<file path="config.mk">
export PLATFORM = sky130hd
export DESIGN_NAME = length_prefixed_deframer_keepalive
export DESIGN_NICKNAME = d
export VERILOG_FILES = /design/src/hw/rtl/lpdk_pkg.sv /design/src/hw/rtl/length_prefixed_deframer_keepalive.sv
export SDC_FILE = /design/constraint.sdc
export NUM_CORES = 1
export LEC_CHECK = 0
export BUFFER_PORTS_ARGS = -buffer_cell sky130_fd_sc_hd__buf_2
export CAP_MARGIN = 30
export CORE_MARGIN = 2
export CORE_UTILIZATION = 25
export DETAILED_ROUTE_END_ITERATION = 7
export HOLD_SLACK_MARGIN = 0.12
export PLACE_DENSITY_LB_ADDON = 0.05
export SETUP_SLACK_MARGIN = 0.02
export SYNTH_ARGS = -nofsm -noshare
export SYNTH_HDL_FRONTEND = slang
export SYNTH_SLANG_ARGS = --single-unit
export TNS_END_PERCENT = 100
</file>
<file path="constraint.sdc">
create_clock -name i_clk -period 6 [get_ports i_clk]
set_input_delay 0.6 -clock i_clk [delete_from_list [all_inputs] [get_ports i_clk]]
set_output_delay 0.6 -clock i_clk [all_outputs]
set_load 0.005 [all_outputs]
</file>
<file path="src/hw/rtl/lpdk_pkg.sv">
package lpdk_pkg;

    // Result kinds
    typedef enum logic [1:0] {
        KIND_PAYLOAD  = 2'd0,
        KIND_PONG     = 2'd1,
        KIND_OVERSIZE = 2'd2,
        KIND_TIMEOUT  = 2'd3
    } t_kind;

    // Input item kinds
    typedef enum logic {
        OP_BYTE = 1'b0,
        OP_TICK = 1'b1
    } t_op;

    // Configuration register indexes
    typedef enum logic {
        CFG_MAX_PACKET_SIZE = 1'b0,
        CFG_PING_INTERVAL   = 1'b1
    } t_cfg_index;

    localparam int unsigned HDR_BYTES  = 2;
    localparam int unsigned BYTE_W     = 8;
    localparam int unsigned LEN_W      = 16;
    localparam int unsigned POS_W      = 17;
    localparam int unsigned TICK_W     = 17;
    localparam int unsigned INTERVAL_W = 15;
    localparam int unsigned CFG_DATA_W = 16;

    localparam logic [TICK_W-1:0] TICK_MAX         = '1;
    localparam logic [LEN_W-1:0]  MAX_PACKET_RESET = 16'd256;
    localparam logic [INTERVAL_W-1:0] PING_INTERVAL_RESET = 15'd1000;

    typedef struct packed {
        t_kind              kind;
        logic [BYTE_W-1:0]  payload_byte;
        logic               last;
        logic [LEN_W-1:0]   frame_length;
    } t_result;

endpackage

</file>
<file path="src/hw/rtl/length_prefixed_deframer_keepalive.sv">
// An accepted transaction's result is registered in r_out, or in r_skid on a stall.
// Throughput: one input transaction per cycle while o_stall is low; result and skid
// registers decouple the sides, and o_stall rises only when the skid holds a result.
// Reset (i_rst_n low, synchronous): clears framer state, keepalive count, error
// latch and output valids; max_packet_size returns to 256 and ping_interval to 1000.
module length_prefixed_deframer_keepalive (
    input  logic                                 i_clk,
    input  logic                                 i_rst_n,
    // Input channel
    input  logic                                 i_valid,
    output logic                                 o_stall,
    input  lpdk_pkg::t_op                        i_op,
    input  logic [lpdk_pkg::BYTE_W-1:0]          i_rx_byte,
    // Result channel
    output logic                                 o_valid,
    input  logic                                 i_stall,
    output lpdk_pkg::t_kind                      o_kind,
    output logic [lpdk_pkg::BYTE_W-1:0]          o_payload_byte,
    output logic                                 o_last,
    output logic [lpdk_pkg::LEN_W-1:0]           o_frame_length,
    // Configuration write channel
    input  logic                                 i_cfg_valid,
    output logic                                 o_cfg_ready,
    input  lpdk_pkg::t_cfg_index                 i_cfg_index,
    input  logic [lpdk_pkg::CFG_DATA_W-1:0]      i_cfg_data
);
    import lpdk_pkg::*;

    // Configuration registers
    logic [LEN_W-1:0]      r_max_packet_size;
    logic [INTERVAL_W-1:0] r_ping_interval;

    // Framer and keepalive state
    logic [POS_W-1:0]  r_byte_position, n_byte_position;
    logic [LEN_W-1:0]  r_length_field,  n_length_field;
    logic [TICK_W-1:0] r_ticks,         n_ticks;
    logic              r_error,         n_error;

    // Result register and skid register
    t_result r_out, r_skid;
    logic    r_out_valid, r_skid_valid;

    // Per-item combinational results
    logic              in_fire;
    logic              res_valid;
    t_result           res;
    logic [TICK_W-1:0] ticks_inc;
    logic [TICK_W-1:0] timeout_limit;
    logic [LEN_W-1:0]  hdr_length;
    logic [POS_W-1:0]  pos_inc;
    logic [POS_W-1:0]  frame_end;
    logic              out_free;

    // All config writes are taken; software must write only while idle, unenforced.
    assign o_cfg_ready = 1'b1;

    always_ff @(posedge i_clk) begin
        if (!i_rst_n) begin
            r_max_packet_size <= MAX_PACKET_RESET;
            r_ping_interval   <= PING_INTERVAL_RESET;
        end else if (i_cfg_valid) begin
            case (i_cfg_index)
                CFG_MAX_PACKET_SIZE: r_max_packet_size <= i_cfg_data;
                CFG_PING_INTERVAL:   r_ping_interval   <= i_cfg_data[INTERVAL_W-1:0];
                default: ;
            endcase
        end
    end

    // Accept only while the skid register is empty, so any result has a home.
    assign o_stall = r_skid_valid;
    assign in_fire = i_valid && !r_skid_valid;

    // Doubled interval fits in 17 bits, so it never wraps.
    assign timeout_limit = {1'b0, r_ping_interval, 1'b0};
    assign ticks_inc     = (r_ticks < TICK_MAX) ? r_ticks + TICK_W'(1) : r_ticks;
    assign hdr_length    = {r_length_field[LEN_W-1:BYTE_W], i_rx_byte};
    assign pos_inc       = r_byte_position + POS_W'(1);
    assign frame_end     = {1'b0, r_length_field} + POS_W'(HDR_BYTES);

    always_comb begin
        n_byte_position = r_byte_position;
        n_length_field  = r_length_field;
        n_ticks         = r_ticks;
        n_error         = r_error;
        res_valid       = 1'b0;
        res             = '{kind: KIND_PAYLOAD, payload_byte: '0, last: 1'b0,
                            frame_length: '0};

        if (in_fire && !r_error) begin
            case (i_op)
                OP_TICK: begin
                    if (ticks_inc > timeout_limit) begin
                        // Timeout: drop any partial frame and restart the count
                        n_byte_position = '0;
                        n_length_field  = '0;
                        n_ticks         = '0;
                        res_valid       = 1'b1;
                        res.kind        = KIND_TIMEOUT;
                    end else begin
                        n_ticks = ticks_inc;
                    end
                end
                OP_BYTE: begin
                    if (r_byte_position == POS_W'(0)) begin
                        // High length byte
                        n_length_field  = {i_rx_byte, {BYTE_W{1'b0}}};
                        n_byte_position = POS_W'(1);
                    end else if (r_byte_position == POS_W'(1)) begin
                        // Low length byte: ping, oversize or start of payload
                        n_length_field = hdr_length;
                        if (hdr_length == '0) begin
                            n_ticks         = '0;
                            n_byte_position = '0;
                            res_valid       = 1'b1;
                            res.kind        = KIND_PONG;
                        end else if (hdr_length > r_max_packet_size) begin
                            n_byte_position  = '0;
                            n_error          = 1'b1;
                            res_valid        = 1'b1;
                            res.kind         = KIND_OVERSIZE;
                            res.frame_length = hdr_length;
                        end else begin
                            n_byte_position = POS_W'(HDR_BYTES);
                        end
                    end else begin
                        // Payload byte; mark and close the frame on the last one
                        res_valid        = 1'b1;
                        res.kind         = KIND_PAYLOAD;
                        res.payload_byte = i_rx_byte;
                        res.frame_length = r_length_field;
                        if (pos_inc >= frame_end) begin
                            n_byte_position = '0;
                            res.last        = 1'b1;
                        end else begin
                            n_byte_position = pos_inc;
                        end
                    end
                end
                default: ;
            endcase
        end
    end

    always_ff @(posedge i_clk) begin
        if (!i_rst_n) begin
            r_byte_position <= '0;
            r_length_field  <= '0;
            r_ticks         <= '0;
            r_error         <= 1'b0;
        end else begin
            r_byte_position <= n_byte_position;
            r_length_field  <= n_length_field;
            r_ticks         <= n_ticks;
            r_error         <= n_error;
        end
    end

    // Output stage: result register backed by a one-entry skid register.
    assign out_free = !r_out_valid || !i_stall;

    always_ff @(posedge i_clk) begin
        if (!i_rst_n) begin
            r_out_valid  <= 1'b0;
            r_skid_valid <= 1'b0;
        end else if (r_skid_valid) begin
            // No new transaction is taken while the skid holds a result
            if (out_free) begin
                r_out_valid  <= 1'b1;
                r_skid_valid <= 1'b0;
            end
        end else if (res_valid) begin
            if (out_free) begin
                r_out_valid <= 1'b1;
            end else begin
                r_skid_valid <= 1'b1;
            end
        end else if (out_free) begin
            r_out_valid <= 1'b0;
        end
    end

    always_ff @(posedge i_clk) begin
        if (r_skid_valid) begin
            if (out_free) begin
                r_out <= r_skid;
            end
        end else if (res_valid) begin
            if (out_free) begin
                r_out <= res;
            end else begin
                r_skid <= res;
            end
        end
    end

    assign o_valid        = r_out_valid;
    assign o_kind         = r_out.kind;
    assign o_payload_byte = r_out.payload_byte;
    assign o_last         = r_out.last;
    assign o_frame_length = r_out.frame_length;

endmodule

</file>
# After elaboration in Yosys (flattened, before gate mapping)

Index checks and enable logic that the tools add are counted.

Input bits: 31
Word-level logic and storage cells: 105
Output and inout port bits: 30
Register bits: 138

Reduce and logical (&&, ||, !) cells: 20
Muxes and demuxes: 48
Equal/unequal tests: 7
Add/subtract/negate cells: 3
Bitwise gates (word level): 6
Magnitude comparators: 4

Operator list:

| operator                                       | number |
|---|---|
| 2-to-1 mux 27 bit                              | 6 |
| 2-to-1 mux 17 bit                              | 9 |
| 2-to-1 mux 16 bit                              | 5 |
| one-hot mux 17 bit (2 select lines)            | 2 |
| adder 17 x 1 -> 17 bit, second input constant  | 2 |
| one-hot mux 16 bit (2 select lines)            | 1 |
| 2-to-1 mux 25 bit                              | 1 |
| adder 16 x 2 -> 17 bit, second input constant  | 1 |
| == test 17 x 1 -> 1 bit, second input constant | 1 |
| greater-or-equal comparator 17 bit             | 1 |
| greater-than comparator 17 x 16 -> 1 bit       | 1 |
| logical NOT 17 bit                             | 1 |
| < comparator 17 bit, second input constant     | 1 |
| greater-than comparator 16 bit                 | 1 |
| logical NOT 16 bit                             | 1 |
| 2-to-1 mux 1 bit                               | 14 |
| 2-to-1 mux 2 bit                               | 6 |
| 2-to-1 mux 9 bit                               | 1 |
| AND reduction 3 bit                            | 3 |
| 2-to-1 mux 8 bit                               | 1 |
| inequality test 2 bit, second input constant   | 4 |
| AND reduction 2 bit                            | 4 |
| inverter 1 bit                                 | 6 |
| AND reduction 6 bit                            | 1 |
| other kinds (10)                               | 14 |

# Logic depth before layout (Yosys ltp)

Depth in word-level cells: 10
Depth in mapped cells: 18
Gate-level depth less buffers: 15

# Worst setup path after synthesis

No wires, ideal clock.

Kind: flip-flop to flip-flop
From: register r_ticks[6]
To: register r_out (netlist bit o_frame_length[0]), enable pin
Required time: 5.576 ns
Setup slack: 0.932 ns
Setup time: 0.424 ns
Stages on the path, launching flop included: 17
Arrival time: 4.644 ns
Path through: dfxtp_1 buf_2 nand4_1 or4_1 o21ai_2 or2_2 buf_6 nor2_1 xor2_1 ha_1 nand4_1 a211oi_1 o21ai_0 a21oi_1 o21ai_2 a21oi_1 a2bb2oi_1

Word-level cells in the longest chain between the ends: 8
Elaborated cells between the ends (all ways): 9
Classes of those cells: 1 x add/sub; 2 x order compare; 4 x mux; 2 x reduce/logical

RTL lines:

| item                                                                 | RTL line                                  | RTL |
|---|---|---|
| start, declared                                                      | length_prefixed_deframer_keepalive.sv:36  | `logic [TICK_W-1:0] r_ticks, n_ticks;` |
| start signal, assigned                                               | length_prefixed_deframer_keepalive.sv:154 | `r_ticks <= n_ticks;` |
| adder 17 x 1 -> 17 bit / < comparator 17 bit (equally long branches) | length_prefixed_deframer_keepalive.sv:76  | `assign ticks_inc = (r_ticks < TICK_MAX) ? r_ticks + TICK_W'(1) : r_ticks;` |
| 2-to-1 mux 17 bit *                                                  | length_prefixed_deframer_keepalive.sv:76  |  |
| greater-than comparator 17 x 16 -> 1 bit *                           | length_prefixed_deframer_keepalive.sv:93  | `if (ticks_inc > timeout_limit) begin` |
| 2-to-1 mux 1 bit *                                                   | length_prefixed_deframer_keepalive.sv:93  |  |
| one-hot mux 1 bit (2 select lines) *                                 | length_prefixed_deframer_keepalive.sv:91  | `case (i_op)` |
| 2-to-1 mux 1 bit *                                                   | length_prefixed_deframer_keepalive.sv:90  | `if (in_fire && !r_error) begin` |
| nonzero test 2 bit (no source line) *                                | n/a                                       |  |
| AND reduction 2 bit (no source line) *                               | n/a                                       |  |
| end signal, assigned                                                 | length_prefixed_deframer_keepalive.sv:186 | `r_out <= r_skid;` |
| end signal, assigned                                                 | length_prefixed_deframer_keepalive.sv:190 | `r_out <= res;` |
| end, declared                                                        | length_prefixed_deframer_keepalive.sv:40  | `t_result r_out, r_skid;` |

Mark *: on every way between the ends. The rest lies on a longest branch, timed or not.
A chain may end at the register's enable or synchronous reset.

# Final worst setup path

From: register r_ticks[8]
To: register r_out (netlist bit o_kind[1]), enable pin

Same word-level chain as after synthesis.

==> out/results.ini <==
[job]
drv_cap = 0

[setup_path]
r2r-start = r_ticks[8]$_SDFFE_PN0P_
path_buf_inv = 0
cp_slowest_stage_delay_ns = 0.70
crit_fanout = 27
startpoint_type = flop
cp-end-kind = flop
worstPathArrival_ns = 4.93
startpoint = r_ticks[8]$_SDFFE_PN0P_
worstPathRequired_ns = 6.04
crit_family = compound AO/OA/AOI/OAI gates
cpMaxStageDelayCell = a2bb2oi_4
path_cells = nand4_1 -> or4_1 -> o21ai_2 -> or2_2 -> nor2_1 -> xor2_1 -> ha_1 -> nand4_1 -> a211oi_1 -> o21ai_0 -> a21oi_1 -> o21ai_2 -> a21oi_1 -> a2bb2oi_4
critPathKind = flop to flop

[cts]
ctsResizeCount = 0
clk_pin_slew_ns = 0.07
htree_levels = 4
clkLatencyLatePin_ns = 0.42
cts_tree = built
cts_buffers = 17
cts_max_path_buffers = 2
cts_setup_buffers = 0
cts-root-buf = clkbuf_16
ctsHoldBuffers = 0
cts_sinks = 138

[pwr]
p_int_w = 0.001703
p_per_area_nw_per_um2 = 264.0
leakagePower_nw = 3.520
p_total_w = 0.002339
power_switching_share_pct = 27.18
clock_power_share_pct = 47.2
max-vdd-ir-drop_v = 0.0002061
p_sw_w = 0.0006359
p_seq_share_pct = 43.5
combPwrFrac_pct = 9.3

[cells_and_area]
final_cells = 1257
nets = 938
area_growth_pct = 16.75
antennaDiodeCount = 0
drive_gt1_share_pct = 15.92

[timing]
period_share_pct = 81.52
max_freq_mhz = 204.4
slew-limit-headroom_pct = 40.07
slew_viol_final = 0
worst_pin_slew_ns = 0.8957
final-hold-violation-count = 0
setup_violations = 0
final.min_clock_period_ns = 4.891
skew_ns = 0.01712
rsz0062_at_grt = false
setup_tns_ns = 0

[global_route]
track_usage_pct = 14.16
grt_pass1_vias = 5986
overflow = 0
grt_pass1_wl_um = 33980
antenna_found_initial = 0
grt_max_degree = 29

[floorplan]
core-area_um2 = 29800
dieArea_um2 = 31760
fp-row-count = 63
num_io_pins = 61
die_w_um = 178.2
start_util_pct = 25.47
die-height_um = 178.2

[detailed_routing]
ant_nets = 0
vias = 5951
wire_per_inst_um = 17.30
dr.pass1.iters = 5
viasPerCell = 4.734
drc = 0
drt_iter0_markers = 340
wl_um = 21740

[synth]
synth_edf_count = 54
ys_types = 70
yosysTopAreaCellShare_pct = 22.16
ys_top_cells_by_count = 114 x nand2_1, 84 x dfxtp_1, 54 x edfxtp_1
avgSynthCellArea_um2 = 9.438
synth_nets = 888
synth-main-ff-cell = dfxtp_1
syn_inst = 804
yosysTopAreaCell = dfxtp_1
yosysWarningCount = 0
synth.area.top_cells = dfxtp_1 22%, edfxtp_1 21%, ha_1 8.7%
synth-seq-cells = 138
syn-cell-area_um2 = 7589
yosysMostFrequentCell = nand2_1
async_reset_ff_share_pct = 0
yosysSeqAreaShare_pct = 43.53

[hold_path]
hold_start = i_cfg_data[15]
hold_path.class = input port to flop

[place]
hpwl_um = 16270
gp_congestion = 0.8127
io_buffers = 59
dp.cells = 1225

[outcome]
status = finished, final reports clean

==> layout make-up <==
cell class / count / area, um2
Fill cell: 3188 / 20940
Multi-Input combinational cell: 580 / 3926
Sequential cell: 138 / 3303
Tap cell: 390 / 488.0
Clock buffer: 17 / 425.4
Timing Repair Buffer: 66 / 347.8
Inverter: 51 / 191.4
Clock inverter: 15 / 177.7
==> layer usage <==
layer  vias up  global-route usage (%)  wire (um)
met4         0                   3.117        148
met1      2865                   18.66      10340
met2       108                   24.08      10510
met3         9                   2.621        742
met5         -                       0          0
li1       2969                       -          -
==> worst paths after layout <==
check	endpoint	slack [ns]	cells after the start
max	o_kind[1]$_DFFE_PP_	1.11	14
min	r_max_packet_size[15]$_SDFFE_PN0P_	0.41	3
max reg2reg	o_kind[1]$_DFFE_PP_	1.11	14
min reg2reg	r_max_packet_size[15]$_SDFFE_PN0P_	0.46	2
==> cells by family after synthesis <==
logic type      Yosys count  share of synthesized area, %
other cells               1                       0.04942
compound gates          152                         14.03
buf+inv                  86                         4.963
mux                      17                         2.374
simple gates            305                         20.31
fa+ha+maj                53                         8.739
flops                   138                         43.53
xor+xnor                 52                         6.002
==> worst reg2reg max path, cell delays in order (launching register included) <==
cell,delay (ns)
dfxtp_1,0.44
nand4_1,0.27
or4_1,0.65
o21ai_2,0.28
or2_2,0.28
nor2_1,0.09
xor2_1,0.15
ha_1,0.32
nand4_1,0.12
a211oi_1,0.21
o21ai_0,0.15
a21oi_1,0.26
o21ai_2,0.15
a21oi_1,0.40
a2bb2oi_4,0.71
==> power by group through the flow <==
stage / clock [W] / sequential (W) / combinational, W
6_report: 0.00110 / 0.00102 / 0.000218
5_1_grt: 0.00118 / 0.00102 / 0.000243
4_1_cts: 0.00114 / 0.00102 / 0.000222
3_5_place_dp: 0 / 0.00104 / 0.000220
3_3_place_gp: 0 / 0.00104 / 0.000218
2_1_floorplan: 0 / 0.00103 / 0.000142
==> flip-flops by register name, indices dropped and copies added (netlist names) <==
signal             count
r_skid                27
r_byte_position       17
r_ticks               17
o_frame_length        16
r_length_field        16
r_max_packet_size     16
r_ping_interval       15
o_payload_byte         8
o_kind                 2
o_last                 1
o_stall                1
o_valid                1
r_error                1
==> layout by cell type (no fill, tap or decap), types with 3 or more instances in the layout <==
cell type  synthesis  routed
nand3_1           30      30
nor2b_1            4       4
a211oi_1           6       6
ha_1              53      53
and2_1            13      13
clkbuf_16          0      17
buf_4              3       7
buf_2              8      59
mux2_2             8       8
nor2_1            38      38
xor2_1            20      20
o21ai_2            3       3
a21oi_1           49      49
inv_8              0       4
nor3_1            22      22
edfxtp_1          54      54
nand2_1          114     114
nand4_1           21      21
dfxtp_1           84      84
or4_1              5       5
nor4_1            11      11
inv_6              0       5
nor4_2             3       3
o2bb2ai_1          7       7
mux2i_1            9       9
inv_1             50      50
o211ai_1           8       8
o21a_1             3       3
a22o_1            24      24
nor2_2            12      12
o21ai_1            3       3
xnor2_1           32      32
a21o_1            16      16
and3_1            14      14
o21ai_0           15      15
==> stage by stage <==
step | hold slack [ns] | cell area [um2] | setup slack [ns] | util [%]
2_1_floorplan | 0.4363 | 7589 | 0.9320 | -
3_3_place_gp | 0.4502 | 8249 | 1.261 | 27.69
3_5_place_dp | 0.4490 | 8257 | 1.083 | 27.71
4_1_cts | 0.3951 | 8860 | 1.018 | 29.73
5_1_grt | 0.4022 | 8860 | 0.6491 | 29.73
6_report | 0.4099 | 8860 | 1.109 | 29.73
Power figures use the tool's default switching activity.
